--- src/rtl/lpf_pkg.sv ---
`timescale 1ns / 1ps

package lpf_pkg;

  // status of the shared divider as seen by the sequencer
  typedef struct packed {
    logic busy;
    logic done;
  } div_status_t;

endpackage

--- src/rtl/lpf_div.sv ---
`timescale 1ns / 1ps

module lpf_div #(
  parameter int unsigned DATA_WIDTH = 32
) (
  input  logic                    clk_i,
  input  logic                    rst_ni,
  input  logic                    start_i,
  input  logic [DATA_WIDTH-1:0]   dividend_i,
  input  logic [DATA_WIDTH-1:0]   divisor_i,
  output logic [DATA_WIDTH-1:0]   quotient_o,
  output logic [DATA_WIDTH-1:0]   remainder_o,
  output lpf_pkg::div_status_t    status_o
);

  localparam int unsigned CntW = $clog2(DATA_WIDTH + 1);
  localparam logic [CntW-1:0] LastStep = CntW'(DATA_WIDTH - 1);

  logic [DATA_WIDTH-1:0] rem_q, rem_d;
  logic [DATA_WIDTH-1:0] quo_q, quo_d;
  logic [DATA_WIDTH-1:0] dvs_q, dvs_d;
  logic [CntW-1:0]       cnt_q, cnt_d;
  logic                  busy_q, busy_d;
  logic                  done_q, done_d;

  logic [DATA_WIDTH:0]   shifted;
  logic [DATA_WIDTH:0]   diff;

  // one restoring step: shift in the next dividend bit and try a subtract
  assign shifted = {rem_q, quo_q[DATA_WIDTH-1]};
  assign diff    = shifted - {1'b0, dvs_q};

  always_comb begin
    rem_d  = rem_q;
    quo_d  = quo_q;
    dvs_d  = dvs_q;
    cnt_d  = cnt_q;
    busy_d = busy_q;
    done_d = 1'b0;
    if (start_i) begin
      rem_d  = '0;
      quo_d  = dividend_i;
      dvs_d  = divisor_i;
      cnt_d  = '0;
      busy_d = 1'b1;
    end else if (busy_q) begin
      if (diff[DATA_WIDTH]) begin
        rem_d = shifted[DATA_WIDTH-1:0];
        quo_d = {quo_q[DATA_WIDTH-2:0], 1'b0};
      end else begin
        rem_d = diff[DATA_WIDTH-1:0];
        quo_d = {quo_q[DATA_WIDTH-2:0], 1'b1};
      end
      cnt_d = cnt_q + 1'b1;
      if (cnt_q == LastStep) begin
        busy_d = 1'b0;
        done_d = 1'b1;
      end
    end
  end

  // control state
  always_ff @(posedge clk_i or negedge rst_ni) begin
    if (!rst_ni) begin
      busy_q <= 1'b0;
      done_q <= 1'b0;
      cnt_q  <= '0;
    end else begin
      busy_q <= busy_d;
      done_q <= done_d;
      cnt_q  <= cnt_d;
    end
  end

  // datapath registers
  always_ff @(posedge clk_i) begin
    rem_q <= rem_d;
    quo_q <= quo_d;
    dvs_q <= dvs_d;
  end

  assign quotient_o    = quo_q;
  assign remainder_o   = rem_q;
  assign status_o.busy = busy_q;
  assign status_o.done = done_q;

endmodule

--- src/rtl/largest_prime_factor_core.sv ---
`timescale 1ns / 1ps
// Largest prime factor by trial division.
// Input channel: in_valid_i / in_ready_o carry number_i. in_ready_o is high
// only while the sequencer is idle; one number is factored at a time.
// Output channel: out_valid_o / out_ready_i carry largest_factor_o and
// no_factor_o. The result sits in an output register, so a new number may
// be taken while the previous result still waits for the receiver.
// Inputs 0 and 1 give factor 0 with no_factor_o set, without using the divider.
// Otherwise each trial step is one pass of the shared restoring divider
// (start, DATA_WIDTH shift/subtract steps, decision).
// Steps = number of divisors tried (up to about sqrt of the number, so up to
// 2^(DATA_WIDTH/2)) plus one per prime factor divided out.
// When the receiver stalls, a finished result waits in the sequencer until
// the output register frees; nothing is dropped.
// Reset (rst_ni low, asynchronous) empties the output register and returns
// the sequencer to idle; any number in progress is abandoned.
module largest_prime_factor_core #(
  parameter int unsigned DATA_WIDTH = 32
) (
  input  logic                  clk_i,
  input  logic                  rst_ni,
  input  logic                  in_valid_i,
  output logic                  in_ready_o,
  input  logic [DATA_WIDTH-1:0] number_i,
  output logic                  out_valid_o,
  input  logic                  out_ready_i,
  output logic [DATA_WIDTH-1:0] largest_factor_o,
  output logic                  no_factor_o
);

  typedef enum logic [1:0] {
    StIdle,
    StStart,
    StWait,
    StDone
  } state_e;

  localparam logic [DATA_WIDTH-1:0] One = DATA_WIDTH'(1);
  localparam logic [DATA_WIDTH-1:0] Two = DATA_WIDTH'(2);

  state_e                state_q;
  logic [DATA_WIDTH-1:0] n_q;
  logic [DATA_WIDTH-1:0] d_q;
  logic [DATA_WIDTH-1:0] best_q;
  logic                  fresh_q;
  logic                  nf_q;
  logic                  out_valid_q;
  logic [DATA_WIDTH-1:0] out_factor_q;
  logic                  out_nf_q;

  logic                  div_start;
  logic [DATA_WIDTH-1:0] quo;
  logic [DATA_WIDTH-1:0] rem;
  lpf_pkg::div_status_t  div_st;
  logic                  slot_free;

  // shared divider computes n / d and n % d
  lpf_div #(
    .DATA_WIDTH (DATA_WIDTH)
  ) u_div (
    .clk_i       (clk_i),
    .rst_ni      (rst_ni),
    .start_i     (div_start),
    .dividend_i  (n_q),
    .divisor_i   (d_q),
    .quotient_o  (quo),
    .remainder_o (rem),
    .status_o    (div_st)
  );

  assign div_start = (state_q == StStart);
  assign slot_free = !out_valid_q || out_ready_i;
  assign in_ready_o = (state_q == StIdle);

  // sequencer and output register
  always_ff @(posedge clk_i or negedge rst_ni) begin
    if (!rst_ni) begin
      state_q      <= StIdle;
      out_valid_q  <= 1'b0;
      n_q          <= '0;
      d_q          <= '0;
      best_q       <= '0;
      fresh_q      <= 1'b0;
      nf_q         <= 1'b0;
      out_factor_q <= '0;
      out_nf_q     <= 1'b0;
    end else begin
      // output drains unless a new result is loaded below
      if (out_valid_q && out_ready_i && (state_q != StDone)) begin
        out_valid_q <= 1'b0;
      end
      case (state_q)
        StIdle: begin
          if (in_valid_i) begin
            n_q     <= number_i;
            d_q     <= Two;
            best_q  <= '0;
            fresh_q <= 1'b1;
            if (number_i < Two) begin
              nf_q    <= 1'b1;
              state_q <= StDone;
            end else begin
              nf_q    <= 1'b0;
              state_q <= StStart;
            end
          end
        end
        StStart: begin
          state_q <= StWait;
        end
        StWait: begin
          if (div_st.done) begin
            if (fresh_q && (d_q > quo)) begin
              // divisor squared exceeds the remaining number: it is prime or one
              if (n_q > One) begin
                best_q <= n_q;
              end
              state_q <= StDone;
            end else if (rem == '0) begin
              // divide out and retry the same divisor
              n_q     <= quo;
              best_q  <= d_q;
              fresh_q <= 1'b0;
              state_q <= StStart;
            end else begin
              d_q     <= d_q + One;
              fresh_q <= 1'b1;
              state_q <= StStart;
            end
          end
        end
        StDone: begin
          if (slot_free) begin
            out_valid_q  <= 1'b1;
            out_factor_q <= best_q;
            out_nf_q     <= nf_q;
            state_q      <= StIdle;
          end
        end
        default: begin
          state_q <= StIdle;
        end
      endcase
    end
  end

  assign out_valid_o      = out_valid_q;
  assign largest_factor_o = out_factor_q;
  assign no_factor_o      = out_nf_q;

endmodule

--- config.mk ---
export PLATFORM = sky130hd
export DESIGN_NAME = largest_prime_factor_core
export DESIGN_NICKNAME = d
export VERILOG_FILES = /design/src/rtl/lpf_pkg.sv /design/src/rtl/lpf_div.sv /design/src/rtl/largest_prime_factor_core.sv
export SDC_FILE = /design/constraint.sdc
export NUM_CORES = 1
export LEC_CHECK = 0
export BUFFER_PORTS_ARGS = -buffer_cell sky130_fd_sc_hd__buf_2
export CAP_MARGIN = 20
export CORE_MARGIN = 4
export CORE_UTILIZATION = 65
export CTS_CLUSTER_DIAMETER = 80
export DETAILED_ROUTE_END_ITERATION = 10
export GPL_TIMING_DRIVEN = 0
export PLACE_DENSITY_LB_ADDON = 0.3
export RECOVER_POWER = 50
export SLEW_MARGIN = 20
export SYNTH_ARGS = -nofsm -noshare
export SYNTH_HDL_FRONTEND = slang
export SYNTH_HIERARCHICAL = 1
export SYNTH_SLANG_ARGS = --single-unit
--- constraint.sdc ---
create_clock -name clk_i -period 7.6 [get_ports clk_i]
set_input_delay 0.76 -clock clk_i [delete_from_list [all_inputs] [get_ports clk_i]]
set_output_delay 0.76 -clock clk_i [all_outputs]
set_load 0.1 [all_outputs]
==> results.ini <==
[global_route]
grt_max_degree=84
track_usage=0.3307
grt_pass1_wl_mm=58.86
grt_pass1_vias=10847
gr-total-overflow=0
grt_antenna_before_repair=0

[finish]
final_cell_mix=nand2_1 (152), dfrtp_1 (142), clkbuf_1 (77)
mostFrequentLayoutCell=nand2_1
multi_input_area_um2=6691
drive_above_1_share=0.1451
syn_to_final_growth_pct=11.49
nFillCells=1431
nets=1504
regArea_um2=6116

[setup_path]
path_cells=clkbuf_1 > nor2b_1 > clkbuf_1 > buf_1 > mux2_2
start_kind=flop
cpMostUsedCell=clkbuf_1
crit_type=reg2reg
cp_slowest_cell=clkbuf_1
max_stage_delay_ns=1.17
required_ns=7.89
end_kind=flop
cp_max_fo=29
arrival_ns=4.23

[clocking]
insertion_delay_ns=0.54
cts_buffer_depth=3
postCtsSetupRepairBufs=0
clock-sinks=238
cts_root_buf=clkbuf_16
cts_hold_buf=0
htreeDepth=1
clkTransAtPathRegs_ns=0.06
cts-buffers-inserted=25
cts-resized-gates=0
cts_tree=done

[timing]
skew_ns=0.02027
rsz0062_at_grt=false
tightest_slew_ns=3.570
fmax_ghz=0.2538
fin_crit_ns=3.940
timing.setup.tns_ns=0
slew_violations=90
fin_crit_sh=0.5184
hold_viol_final=0
setup_viol=0
slew_headroom=-1.380
setup_ws_ns=3.660

[floorplanning]
initial_core_util=0.6611
dieArea_um2=23010
core_um2=20300
io_pins=71
fp.dieW_um=151.7
row_count=52
die_y_um=151.7

[drt]
wl_mm=37.52
dr.pass1.iters=6
route.detailed.drc=0
wl_per_cell_um=22.19
postRouteAntennaNets=0
drt_iter0_drc=995
num_vias=11103
via_per_inst=6.566

[synth]
yosys_warnings=6
synth_cells=1302
avgSynthCellArea_um2=10.31
syn-cell-area_um2=13420
synth.net_count=1405

[placed_design]
dpl.hpwl_mm=27.60
port_buffers=70
gp_congestion=0.9623
dp_slack_ns=3.795

[power_and_ir_drop]
max-vdd-ir-drop_v=0.0003633
power.leakage_nw=6.483
power_density_nw_per_um2=505.1

[status]
violations=max-capacitance violations, max-slew violations
status=complete, but fails checks

[flow_run]
maxCapViolations=2

[worst_hold_path]
min_path_type=reg2reg

==> state kept, by name, indices dropped and copies added (netlist names), 6 cells and up <==
name	count
best_q	32
d_q	32
largest_factor_o	32
n_q	32
u_div/cnt_q	6
u_div/dvs_q	32
u_div/quotient_o	32
u_div/remainder_o	32
==> area by class of cell <==
cell class,instances,area share
multi-input cells,925,0.4472
flip-flops and latches,238,0.4088
clock buffers,30,0.04583
plain buffers,69,0.02342
repair buffers,72,0.02300
well taps,270,0.02258
inverters,70,0.01756
clock inverters,16,0.01146
diodes,1,0.0001673
==> routing by layer <==
layer	share of wire	GRT usage
met3	0.073	0.04164
met1	0.39	0.4319
met4	0.069	0.1954
met2	0.47	0.5324
met5	0	0
==> metrics by stage <==
stage	instances	area, um^2	hold slack, ns	power (mW)	util
2_1_floorplan	1302	13420	0.4512	5.182	-
3_3_place_gp	1642	14110	0.4730	6.063	0.6950
3_5_place_dp	1644	14170	0.4812	6.202	0.6982
4_1_cts	1690	15030	0.1695	7.502	0.7404
5_1_grt	1690	14960	0.5108	7.962	0.7369
6_report	1691	14960	0.4932	7.558	0.7371
==> worst paths after layout <==
check                                        to  startpoint  depth (start not counted)  slack, ns
hold reg to reg                      best_q[23]  best_q[23]                          1       0.49
hold / removal                       best_q[23]  best_q[23]                          1       0.49
setup / recovery           u_div/quotient_o[28]  state_q[0]                          5       3.66
min in group asynchronous        u_div/cnt_q[4]      rst_ni                          1       1.44
max in group asynchronous               d_q[24]      rst_ni                          1       4.13
setup reg to reg           u_div/quotient_o[28]  state_q[0]                          5       3.66
==> power breakdown <==
part | total (mW) | internal [mW] | switching (mW)
clock network | 1.28 | 0.750 | 0.529
registers | 2.39 | 1.88 | 0.515
logic | 3.88 | 1.43 | 2.46
total | 7.56 | 4.06 | 3.50
==> worst max-delay path, delay by kind of cell, from the launching register on <==
kind	cells	cell delay (ns)
flops	1	0.33
simple gates	1	0.77
buf+inv	3	2.14
mux	1	0.42
No activity file was read; power rests on OpenSTA's default activity.
